**src/rtl/core/mtl_pkg.sv**
```systemverilog
`timescale 1ns / 1ps
// ----------------------------------------------------------------------------
// mtl_pkg
// Shared types and constants of the markup token lexer.
// ----------------------------------------------------------------------------
package mtl_pkg;

	localparam int MaxResults = 4;
	localparam int QueueDepth = 2;
	localparam int CountW     = $clog2(MaxResults + 1);

	localparam logic [7:0] ChLt    = 8'h3C;
	localparam logic [7:0] ChSlash = 8'h2F;
	localparam logic [7:0] ChGt    = 8'h3E;
	localparam logic [7:0] ChEq    = 8'h3D;
	localparam logic [7:0] ChSp    = 8'h20;
	localparam logic [7:0] ChSq    = 8'h27;
	localparam logic [7:0] ChDq    = 8'h22;

	localparam logic [2:0] KindOpenSlash = 3'd0;
	localparam logic [2:0] KindOpen      = 3'd1;
	localparam logic [2:0] KindClose     = 3'd2;
	localparam logic [2:0] KindEquals    = 3'd3;
	localparam logic [2:0] KindSq        = 3'd4;
	localparam logic [2:0] KindDq        = 3'd5;
	localparam logic [2:0] KindName      = 3'd6;
	localparam logic [2:0] KindText      = 3'd7;

	typedef enum logic [2:0] {
		MODE_IDLE,
		MODE_NAME,
		MODE_TEXT,
		MODE_SQ0,
		MODE_SQ1,
		MODE_DQ0,
		MODE_DQ1
	} mode_t;

	typedef struct packed {
		logic [7:0] byte_value;
		logic       line_end;
	} in_item_t;

	typedef struct packed {
		logic [2:0] token_kind;
		logic [7:0] char_code;
		logic       has_char;
		logic       token_start;
		logic       token_end;
		logic       last;
	} out_item_t;

	// all results caused by one input byte
	typedef struct packed {
		logic [CountW-1:0]                count;
		out_item_t [MaxResults-1:0]       res;
	} bundle_t;

endpackage

```
**src/rtl/core/mtl_front.sv**
```systemverilog
`timescale 1ns / 1ps
// ----------------------------------------------------------------------------
// mtl_front
// Lexer state machine: classifies one byte per transfer into a result bundle.
// ----------------------------------------------------------------------------
module mtl_front import mtl_pkg::*; (
	input  logic     clk,
	input  logic     arst_n,
	input  logic     accept,
	input  in_item_t item,
	output logic     push,
	output bundle_t  bundle
);

	mode_t       mode_q, mode_d;
	logic        tag_q, tag_d;
	logic        pend_q, pend_d;
	logic [CountW-1:0] n;
	logic        do_idle;
	logic        consumed;
	logic [7:0]  b;
	out_item_t [MaxResults-1:0] res;

	function automatic out_item_t mk(logic [2:0] k, logic [7:0] c, logic h,
			logic st, logic en);
		out_item_t r;
		r.token_kind  = k;
		r.char_code   = c;
		r.has_char    = h;
		r.token_start = st;
		r.token_end   = en;
		r.last        = 1'b0;
		return r;
	endfunction

	always_ff @(posedge clk or negedge arst_n) begin
		if (!arst_n) begin
			mode_q <= MODE_IDLE;
			tag_q  <= 1'b0;
			pend_q <= 1'b0;
		end else if (accept) begin
			mode_q <= mode_d;
			tag_q  <= tag_d;
			pend_q <= pend_d;
		end
	end

	always_comb begin
		b        = item.byte_value;
		mode_d   = mode_q;
		tag_d    = tag_q;
		pend_d   = pend_q;
		n        = '0;
		res      = '0;
		do_idle  = 1'b0;
		consumed = 1'b0;

		// held '<' resolved by this byte
		if (pend_q) begin
			pend_d = 1'b0;
			if (b == ChSlash) begin
				res[n[1:0]] = mk(KindOpenSlash, 8'h00, 1'b0, 1'b1, 1'b1);
				consumed = 1'b1;
			end else begin
				res[n[1:0]] = mk(KindOpen, 8'h00, 1'b0, 1'b1, 1'b1);
			end
			n = n + 1'b1;
		end

		if (!consumed) begin
			unique case (mode_q) inside
				MODE_NAME: begin
					if (b == ChSp || b == ChGt || b == ChEq) begin
						res[n[1:0]] = mk(KindName, 8'h00, 1'b0, 1'b0, 1'b1);
						n = n + 1'b1;
						do_idle = 1'b1;
					end else begin
						res[n[1:0]] = mk(KindName, b, 1'b1, 1'b0, 1'b0);
						n = n + 1'b1;
					end
				end
				MODE_TEXT: begin
					if (b == ChLt) begin
						res[n[1:0]] = mk(KindText, 8'h00, 1'b0, 1'b0, 1'b1);
						n = n + 1'b1;
						do_idle = 1'b1;
					end else begin
						res[n[1:0]] = mk(KindText, b, 1'b1, 1'b0, 1'b0);
						n = n + 1'b1;
					end
				end
				MODE_SQ0, MODE_SQ1: begin
					if (b == ChSq) begin
						res[n[1:0]] = mk(KindSq, 8'h00, 1'b0, mode_q == MODE_SQ0, 1'b1);
						mode_d = MODE_IDLE;
					end else begin
						res[n[1:0]] = mk(KindSq, b, 1'b1, mode_q == MODE_SQ0, 1'b0);
						mode_d = MODE_SQ1;
					end
					n = n + 1'b1;
				end
				MODE_DQ0, MODE_DQ1: begin
					if (b == ChDq) begin
						res[n[1:0]] = mk(KindDq, 8'h00, 1'b0, mode_q == MODE_DQ0, 1'b1);
						mode_d = MODE_IDLE;
					end else begin
						res[n[1:0]] = mk(KindDq, b, 1'b1, mode_q == MODE_DQ0, 1'b0);
						mode_d = MODE_DQ1;
					end
					n = n + 1'b1;
				end
				default: do_idle = 1'b1;
			endcase
		end

		// between tokens
		if (do_idle) begin
			mode_d = MODE_IDLE;
			if (b == ChLt) begin
				pend_d = 1'b1;
				tag_d  = 1'b1;
			end else if (b == ChGt) begin
				tag_d = 1'b0;
				res[n[1:0]] = mk(KindClose, 8'h00, 1'b0, 1'b1, 1'b1);
				n = n + 1'b1;
			end else if (b == ChEq) begin
				res[n[1:0]] = mk(KindEquals, 8'h00, 1'b0, 1'b1, 1'b1);
				n = n + 1'b1;
			end else if (b == ChSq && tag_q) begin
				mode_d = MODE_SQ0;
			end else if (b == ChDq && tag_q) begin
				mode_d = MODE_DQ0;
			end else if (b == ChSp) begin
				mode_d = MODE_IDLE;
			end else if (tag_q) begin
				res[n[1:0]] = mk(KindName, b, 1'b1, 1'b1, 1'b0);
				n = n + 1'b1;
				mode_d = MODE_NAME;
			end else begin
				res[n[1:0]] = mk(KindText, b, 1'b1, 1'b1, 1'b0);
				n = n + 1'b1;
				mode_d = MODE_TEXT;
			end
		end

		// end of line closes whatever is open
		if (item.line_end) begin
			unique case (mode_d) inside
				MODE_NAME: begin
					res[n[1:0]] = mk(KindName, 8'h00, 1'b0, 1'b0, 1'b1);
					n = n + 1'b1;
				end
				MODE_TEXT: begin
					res[n[1:0]] = mk(KindText, 8'h00, 1'b0, 1'b0, 1'b1);
					n = n + 1'b1;
				end
				MODE_SQ0, MODE_SQ1: begin
					res[n[1:0]] = mk(KindSq, 8'h00, 1'b0, mode_d == MODE_SQ0, 1'b1);
					n = n + 1'b1;
				end
				MODE_DQ0, MODE_DQ1: begin
					res[n[1:0]] = mk(KindDq, 8'h00, 1'b0, mode_d == MODE_DQ0, 1'b1);
					n = n + 1'b1;
				end
				default: ;
			endcase
			if (pend_d) begin
				res[n[1:0]] = mk(KindOpen, 8'h00, 1'b0, 1'b1, 1'b1);
				n = n + 1'b1;
			end
			mode_d = MODE_IDLE;
			tag_d  = 1'b0;
			pend_d = 1'b0;
		end

		if (n != '0) begin
			res[2'(n - 1'b1)].last = 1'b1;
		end
	end

	assign push         = accept && (n != '0);
	assign bundle.count = n;
	assign bundle.res   = res;

	a_push_count: assert property (@(posedge clk) disable iff (!arst_n)
		push |-> (bundle.count <= CountW'(3)))
		else $error("bundle holds more results than a byte can cause");

endmodule

```
**src/rtl/core/mtl_queue.sv**
```systemverilog
`timescale 1ns / 1ps
// ----------------------------------------------------------------------------
// mtl_queue
// Small FIFO of result bundles between the lexer and the output serialiser.
// ----------------------------------------------------------------------------
module mtl_queue import mtl_pkg::*; #(
	parameter int QDepth = QueueDepth
) (
	input  logic    clk,
	input  logic    arst_n,
	input  logic    push,
	input  bundle_t wr_data,
	output logic    full,
	input  logic    pop,
	output logic    head_valid,
	output bundle_t head
);

	localparam int PtrW = (QDepth > 1) ? $clog2(QDepth) : 1;
	localparam int CntW = $clog2(QDepth + 1);

	bundle_t         mem_q [QDepth];
	logic [PtrW-1:0] wr_ptr_q, rd_ptr_q;
	logic [CntW-1:0] cnt_q;

	function automatic logic [PtrW-1:0] next_ptr(logic [PtrW-1:0] p);
		return (p == PtrW'(QDepth - 1)) ? '0 : p + 1'b1;
	endfunction

	always_ff @(posedge clk or negedge arst_n) begin
		if (!arst_n) begin
			wr_ptr_q <= '0;
			rd_ptr_q <= '0;
			cnt_q    <= '0;
		end else begin
			if (push) wr_ptr_q <= next_ptr(wr_ptr_q);
			if (pop)  rd_ptr_q <= next_ptr(rd_ptr_q);
			if (push && !pop)      cnt_q <= cnt_q + 1'b1;
			else if (pop && !push) cnt_q <= cnt_q - 1'b1;
		end
	end

	always_ff @(posedge clk) begin
		if (push) mem_q[wr_ptr_q] <= wr_data;
	end

	assign full       = (cnt_q == CntW'(QDepth));
	assign head_valid = (cnt_q != '0);
	assign head       = mem_q[rd_ptr_q];

	a_no_overflow: assert property (@(posedge clk) disable iff (!arst_n)
		cnt_q <= CntW'(QDepth))
		else $error("queue count beyond depth");

	a_pop_nonempty: assert property (@(posedge clk) disable iff (!arst_n)
		pop |-> head_valid)
		else $error("pop from empty queue");

	a_push_not_full: assert property (@(posedge clk) disable iff (!arst_n)
		push |-> !full)
		else $error("push into full queue");

endmodule

```
**src/rtl/core/mtl_back.sv**
```systemverilog
`timescale 1ns / 1ps
// ----------------------------------------------------------------------------
// mtl_back
// Output serialiser: sends the results of each bundle one per transfer.
// ----------------------------------------------------------------------------
module mtl_back import mtl_pkg::*; (
	input  logic      clk,
	input  logic      arst_n,
	input  logic      head_valid,
	input  bundle_t   head,
	output logic      pop,
	output logic      out_valid,
	input  logic      out_stall,
	output out_item_t out_data
);

	localparam int IdxW = $clog2(MaxResults);

	logic [IdxW-1:0] idx_q;
	logic            valid_q;
	out_item_t       data_q;
	logic            load;
	logic            final_slot;

	assign load       = head_valid && (!valid_q || !out_stall);
	assign final_slot = (CountW'(idx_q) + 1'b1) == head.count;
	assign pop        = load && final_slot;

	always_ff @(posedge clk or negedge arst_n) begin
		if (!arst_n) begin
			idx_q   <= '0;
			valid_q <= 1'b0;
		end else begin
			if (load) begin
				valid_q <= 1'b1;
				idx_q   <= final_slot ? '0 : idx_q + 1'b1;
			end else if (!out_stall) begin
				valid_q <= 1'b0;
			end
		end
	end

	always_ff @(posedge clk) begin
		if (load) data_q <= head.res[idx_q];
	end

	assign out_valid = valid_q;
	assign out_data  = data_q;

	a_idx_in_range: assert property (@(posedge clk) disable iff (!arst_n)
		head_valid |-> (CountW'(idx_q) < head.count))
		else $error("slot index past bundle count");

	a_bundle_nonempty: assert property (@(posedge clk) disable iff (!arst_n)
		head_valid |-> (head.count != '0))
		else $error("empty bundle in queue");

	a_pop_marks_last: assert property (@(posedge clk) disable iff (!arst_n)
		pop |=> data_q.last)
		else $error("bundle retired without its last result");

endmodule

```
**src/rtl/core/markup_token_lexer_unit.sv**
```systemverilog
`timescale 1ns / 1ps
// ----------------------------------------------------------------------------
// markup_token_lexer_unit
// Streaming markup lexer: one line in a byte at a time, classified tokens out.
// ----------------------------------------------------------------------------
//  channel   valid       stall       payload     moves
//  input     byte_valid  byte_stall  byte_item   one line byte per transfer
//  output    tok_valid   tok_stall   tok_item    one token result per transfer
//
//  a byte is taken every cycle while the bundle queue has room
//  each byte yields 0 to 3 results; the serialiser sends one result a cycle
//  while the output is not stalled
//  the first result of a byte is registered in the bundle queue, then in the
//  serialiser's output register, before it is transferred
//  asynchronous reset returns the lexer to idle outside any tag
//  a stalled output backs up into the queue, then stalls the input
// ----------------------------------------------------------------------------
module markup_token_lexer_unit import mtl_pkg::*; #(
	parameter int QDepth = QueueDepth
) (
	input  logic      clk,
	input  logic      arst_n,
	input  logic      byte_valid,
	output logic      byte_stall,
	input  in_item_t  byte_item,
	output logic      tok_valid,
	input  logic      tok_stall,
	output out_item_t tok_item
);

	logic    accept;
	logic    push;
	logic    full;
	logic    pop;
	logic    head_valid;
	bundle_t bundle;
	bundle_t head;

	assign byte_stall = full;
	assign accept     = byte_valid && !full;

	mtl_front u_front (
		.clk    (clk),
		.arst_n (arst_n),
		.accept (accept),
		.item   (byte_item),
		.push   (push),
		.bundle (bundle)
	);

	mtl_queue #(
		.QDepth (QDepth)
	) u_queue (
		.clk        (clk),
		.arst_n     (arst_n),
		.push       (push),
		.wr_data    (bundle),
		.full       (full),
		.pop        (pop),
		.head_valid (head_valid),
		.head       (head)
	);

	mtl_back u_back (
		.clk        (clk),
		.arst_n     (arst_n),
		.head_valid (head_valid),
		.head       (head),
		.pop        (pop),
		.out_valid  (tok_valid),
		.out_stall  (tok_stall),
		.out_data   (tok_item)
	);

endmodule
```
**config.mk**
```make
export PLATFORM = sky130hd
export DESIGN_NAME = markup_token_lexer_unit
export DESIGN_NICKNAME = d
export VERILOG_FILES = /design/src/rtl/core/mtl_pkg.sv /design/src/rtl/core/mtl_front.sv /design/src/rtl/core/mtl_queue.sv /design/src/rtl/core/mtl_back.sv /design/src/rtl/core/markup_token_lexer_unit.sv
export SDC_FILE = /design/constraint.sdc
export NUM_CORES = 1
export LEC_CHECK = 0
export BUFFER_PORTS_ARGS = -buffer_cell sky130_fd_sc_hd__buf_2
export CORE_AREA = 2 2 174 176
export CTS_BUF_LIST = sky130_fd_sc_hd__clkbuf_16
export CTS_CLUSTER_SIZE = 24
export DETAILED_ROUTE_END_ITERATION = 10
export DIE_AREA = 0 0 176 178
export HOLD_SLACK_MARGIN = 0.05
export PLACE_DENSITY = 0.45
export SKIP_LAST_GASP = 1
export SLEW_MARGIN = 20
export SYNTH_ARGS = -nofsm -noshare
export SYNTH_HDL_FRONTEND = slang
export SYNTH_HIERARCHICAL = 1
export SYNTH_SLANG_ARGS = --single-unit
```
**constraint.sdc**
```tcl
create_clock -name clk -period 21.1 [get_ports clk]
set_input_delay 0 -clock clk [delete_from_list [all_inputs] [get_ports clk]]
set_output_delay 0 -clock clk [all_outputs]
set_load 0.01 [all_outputs]
```
==> run summary <==
• final clock period utilization by the worst path: 27.3%
• antenna violations before repair: 0
• ant diodes: 0
• routed wire length per instance: 18.9 um
• Worst Min Path Start: byte_item[4]
• Final Hold Slack: 106 ps
• Synth Warn #: 6
• reported max-cap violation count: 0
• detailed-routing iteration count for the pre-antenna-repair pass: 5
• async set-or-reset flop fraction in the synthesized netlist: 7.84%
• clock latency on the worst-skew pair: 420 ps
• clock root buffer: sky130_fd_sc_hd__clkbuf_16
• Post-synth top flop: sky130_fd_sc_hd__edfxtp_1
• part of the power in the clock network: 21.2%
• H-tree levels: 4
• maximum net fanout on the critical path: 63
• DRC: 0
• final design utilization: 32.4%
• Core Box Area: 29400 sq um
• routability cong.: 0.889
• Post-synth EDFFs: 141
• Max Clock Skew: 13.6 ps
• leakage power: 3.57 nW
• Port Buf Inserts: 29
• Final Routed Wirelength: 19700 um
• number of fillers in the final layout: 2882
• status: complete, no violations
• DRT iter0 DRCs: 460
• Die Footprint: 31300 sq um
• cts bufs inserted: 17
• number of top-level pins: 30
• slew at the pin closest to its max-slew limit: 1090 ps
• top-area cell type share of the netlist area: 50.4%
• sinks on the clock net: 153
• pwr dens: 154 nW/um^2
• number of max-slew violations in the final report: 0
• maximum clock insertion buffer count: 2
• cell count after synthesis: 609
• signed area change from the synthesized netlist to the final layout: 13.4%
• maximum number of pins on one net before global-route repair: 64
• r2r setup slk: 15340 ps
• fraction of the yosys area taken by sequential cells: 53.9%
• per-instance average area after synthesis: 13.8 sq um
• path type of the worst min-delay path: in2reg
• net count after synthesis: 639
• Final min period: 5760 ps
• vias per cell: 4.96
• global route overflow: 0
• sort of element at the end of the critical path: flop
• flip-flop and latch count after synthesis: 153
• number of hold violations in the final report: 0
• Horiz. Die Dim: 176 um
• required time at the endpoint of the critical path: 21140 ps
• most common cell after layout, fill and taps aside: sky130_fd_sc_hd__edfxtp_1
• Max rail drop VDD: 64.8 uV
• aggregate negative setup slack: 0 ps
• DR vias: 5175
• Synth Cell Area: 8410 sq um
• worst reg2reg endpoint: u_queue/mem_q[0][52]
• wire length of the first global-routing pass: 30400 um
• Switching Share: 34.7%
• commonest non-fill, non-tap cells in the layout: sky130_fd_sc_hd__edfxtp_1 (141), sky130_fd_sc_hd__mux2_4 (59), sky130_fd_sc_hd__and2_1 (34)
• NumNets Final: 670
• critical path arrival: 5800 ps
• share of layout cells above drive strength 1: 26.0%
• ranking of synthesized cells by area: sky130_fd_sc_hd__edfxtp_1 (50%), sky130_fd_sc_hd__mux2_4 (11%), sky130_fd_sc_hd__dfrtp_1 (3.6%), sky130_fd_sc_hd__and2_1 (2.6%), sky130_fd_sc_hd__ha_1 (2.5%)
• portion of total power attributed to sequential cells: 37.3%
• Yosys cell types: 75
• net switching power of the design: 511 uW
• Die Y-Extent: 178 um
• detailed-placement wirelength estimate: 13600 um
• count of final setup violators: 0
• starting density of the core: 28.6%
• clock transition at the registers of the reported paths: 70 ps
• capture endpoint of the worst hold path: u_queue/mem_q[0][7]
• critical path class: reg2reg
• cell-internal power: 961 uW
• unrepaired setup endpoints after global routing: false
• Crit Reg-Reg Startpoint: u_front/mode_q[2]
• max frequency: 174 MHz
• Cells on Worst Hold Path: 2
• Setup crit start kind: flop
• TritonCTS clock tree: done
• GR Util All Layers: 13.0%
• cell taking the most area after synthesis: sky130_fd_sc_hd__edfxtp_1
• vias in the first global route: 5078
• worst-case reg-to-reg path depth: 17
• antenna violation net count after detailed routing: 0
• max-slew headroom at the worst pin: 26.8%
• number of cell rows: 63
• Logic pwr share: 41.5%
what timing repair did:
action | in CTS | in global routing
resized for setup | 0 | 0
setup buffers | 0 | 0
hold buffers | 9 | 0
endpoints found under the hold margin | 42 | 0
per-stage QoR:
| step | area (sq um) | setup slack [ps] | std cells | total power [mW] |
|---|---|---|---|---|
| 2_1_floorplan | 8410 | 13890 | 609 | 1.04 |
| 3_3_place_gp | 8830 | 15550 | 1002 | 1.16 |
| 3_5_place_dp | 8830 | 15360 | 1002 | 1.17 |
| 5_1_grt | 9530 | 14990 | 1043 | 1.57 |
| 4_1_cts | 9530 | 15330 | 1043 | 1.49 |
| 6_report | 9530 | 15340 | 1043 | 1.47 |
final cells by class:
class,count,area [sq um],area share (%)
multi-input combinational,404,3540,37.2
sequential,153,4540,47.6
timing repair buffer,43,273,2.86
tap,390,488,5.12
clock inverter,15,184,1.93
clock buffer,17,425,4.46
inverter,21,78.8,0.827
worst max-delay path by stage:
stage,start,end,slack [ps],depth (start not counted)
floorplan,u_front/mode_q[1],u_queue/mem_q[0][0],13890,17
global placement,u_front/mode_q[2],u_queue/mem_q[0][23],15550,17
detailed placement,u_front/mode_q[2],u_queue/mem_q[0][38],15360,17
CTS,u_front/mode_q[2],u_queue/mem_q[0][52],15330,17
global route,u_front/mode_q[2],u_queue/mem_q[0][26],14990,17
finish,u_front/mode_q[2],u_queue/mem_q[0][52],15340,17
critical path, stage by stage, from the launching register on:
cell                       delay [ps]
sky130_fd_sc_hd__dfrtp_1          600
sky130_fd_sc_hd__or2_2            420
sky130_fd_sc_hd__o21ai_1          390
sky130_fd_sc_hd__inv_1             90
sky130_fd_sc_hd__ha_1             280
sky130_fd_sc_hd__nor2_1           290
sky130_fd_sc_hd__inv_1            110
sky130_fd_sc_hd__ha_1             300
sky130_fd_sc_hd__and3_1           160
sky130_fd_sc_hd__or2_2            340
sky130_fd_sc_hd__ha_1             290
sky130_fd_sc_hd__mux2_2           290
sky130_fd_sc_hd__ha_1             280
sky130_fd_sc_hd__nand3_1           70
sky130_fd_sc_hd__o211ai_1         270
sky130_fd_sc_hd__o31a_1           300
sky130_fd_sc_hd__nor2b_4          160
sky130_fd_sc_hd__buf_4            670
cell families (layout without fill, tap and decap cells):
kind of cell	after synthesis	after routing	synth area share, %
buffers and inverters	52	96	4.03
DFF	153	153	53.9
muxes	83	83	16.0
AOI/OAI and AO/OA	107	107	8.98
and+or+nand+nor	178	178	12.4
adders and majority gates	20	20	2.90
xor gates and xnor gates	16	16	1.76
synthesized netlist by cell type (5+ instances only):
cell	count
sky130_fd_sc_hd__nand2_1	33
sky130_fd_sc_hd__xor2_1	8
sky130_fd_sc_hd__a211oi_1	7
sky130_fd_sc_hd__and2_1	35
sky130_fd_sc_hd__dfrtp_1	12
sky130_fd_sc_hd__mux2_2	8
sky130_fd_sc_hd__a21oi_1	20
sky130_fd_sc_hd__nor3b_1	5
sky130_fd_sc_hd__a21o_1	5
sky130_fd_sc_hd__inv_1	21
sky130_fd_sc_hd__mux4_2	9
sky130_fd_sc_hd__a31oi_1	7
sky130_fd_sc_hd__buf_2	6
sky130_fd_sc_hd__xnor2_1	7
sky130_fd_sc_hd__nor2_1	21
sky130_fd_sc_hd__nor3_1	12
sky130_fd_sc_hd__buf_12	7
sky130_fd_sc_hd__and3_1	17
sky130_fd_sc_hd__o211ai_1	8
sky130_fd_sc_hd__edfxtp_1	141
sky130_fd_sc_hd__mux4_1	6
sky130_fd_sc_hd__nand4_1	5
sky130_fd_sc_hd__mux2_4	59
sky130_fd_sc_hd__clkbuf_1	15
sky130_fd_sc_hd__o21ai_0	14
sky130_fd_sc_hd__ha_1	17
sky130_fd_sc_hd__a22oi_1	5
sky130_fd_sc_hd__o22ai_1	6
sky130_fd_sc_hd__nand3_1	18
per-layer routing:
metal	up-vias	global-route usage, %	share of wire [%]
met5	-	0	0
met4	0	4.17	1.7
met3	19	2.66	4.0
met2	142	20.1	46
met1	2603	18.4	49
li1	2411	-	-
flip-flops by register name, summed over array words and instances, names as in the netlist:
register          flops
u_queue/wr_ptr_q      1
u_queue/mem_q       126
u_queue/cnt_q         2
u_front/mode_q        3
u_queue/rd_ptr_q      1
u_back/out_data      15
u_back/out_valid      1
u_front/tag_q         1
u_back/idx_q          2
u_front/pend_q        1
power groups by stage:
stage	clock (mW)	sequential, mW	combinational (mW)
6_report	0.312	0.549	0.610
5_1_grt	0.335	0.562	0.669
4_1_cts	0.321	0.552	0.619
3_5_place_dp	0	0.558	0.614
3_3_place_gp	0	0.553	0.609
2_1_floorplan	0	0.546	0.490
(Power assumes the default switching activity.)
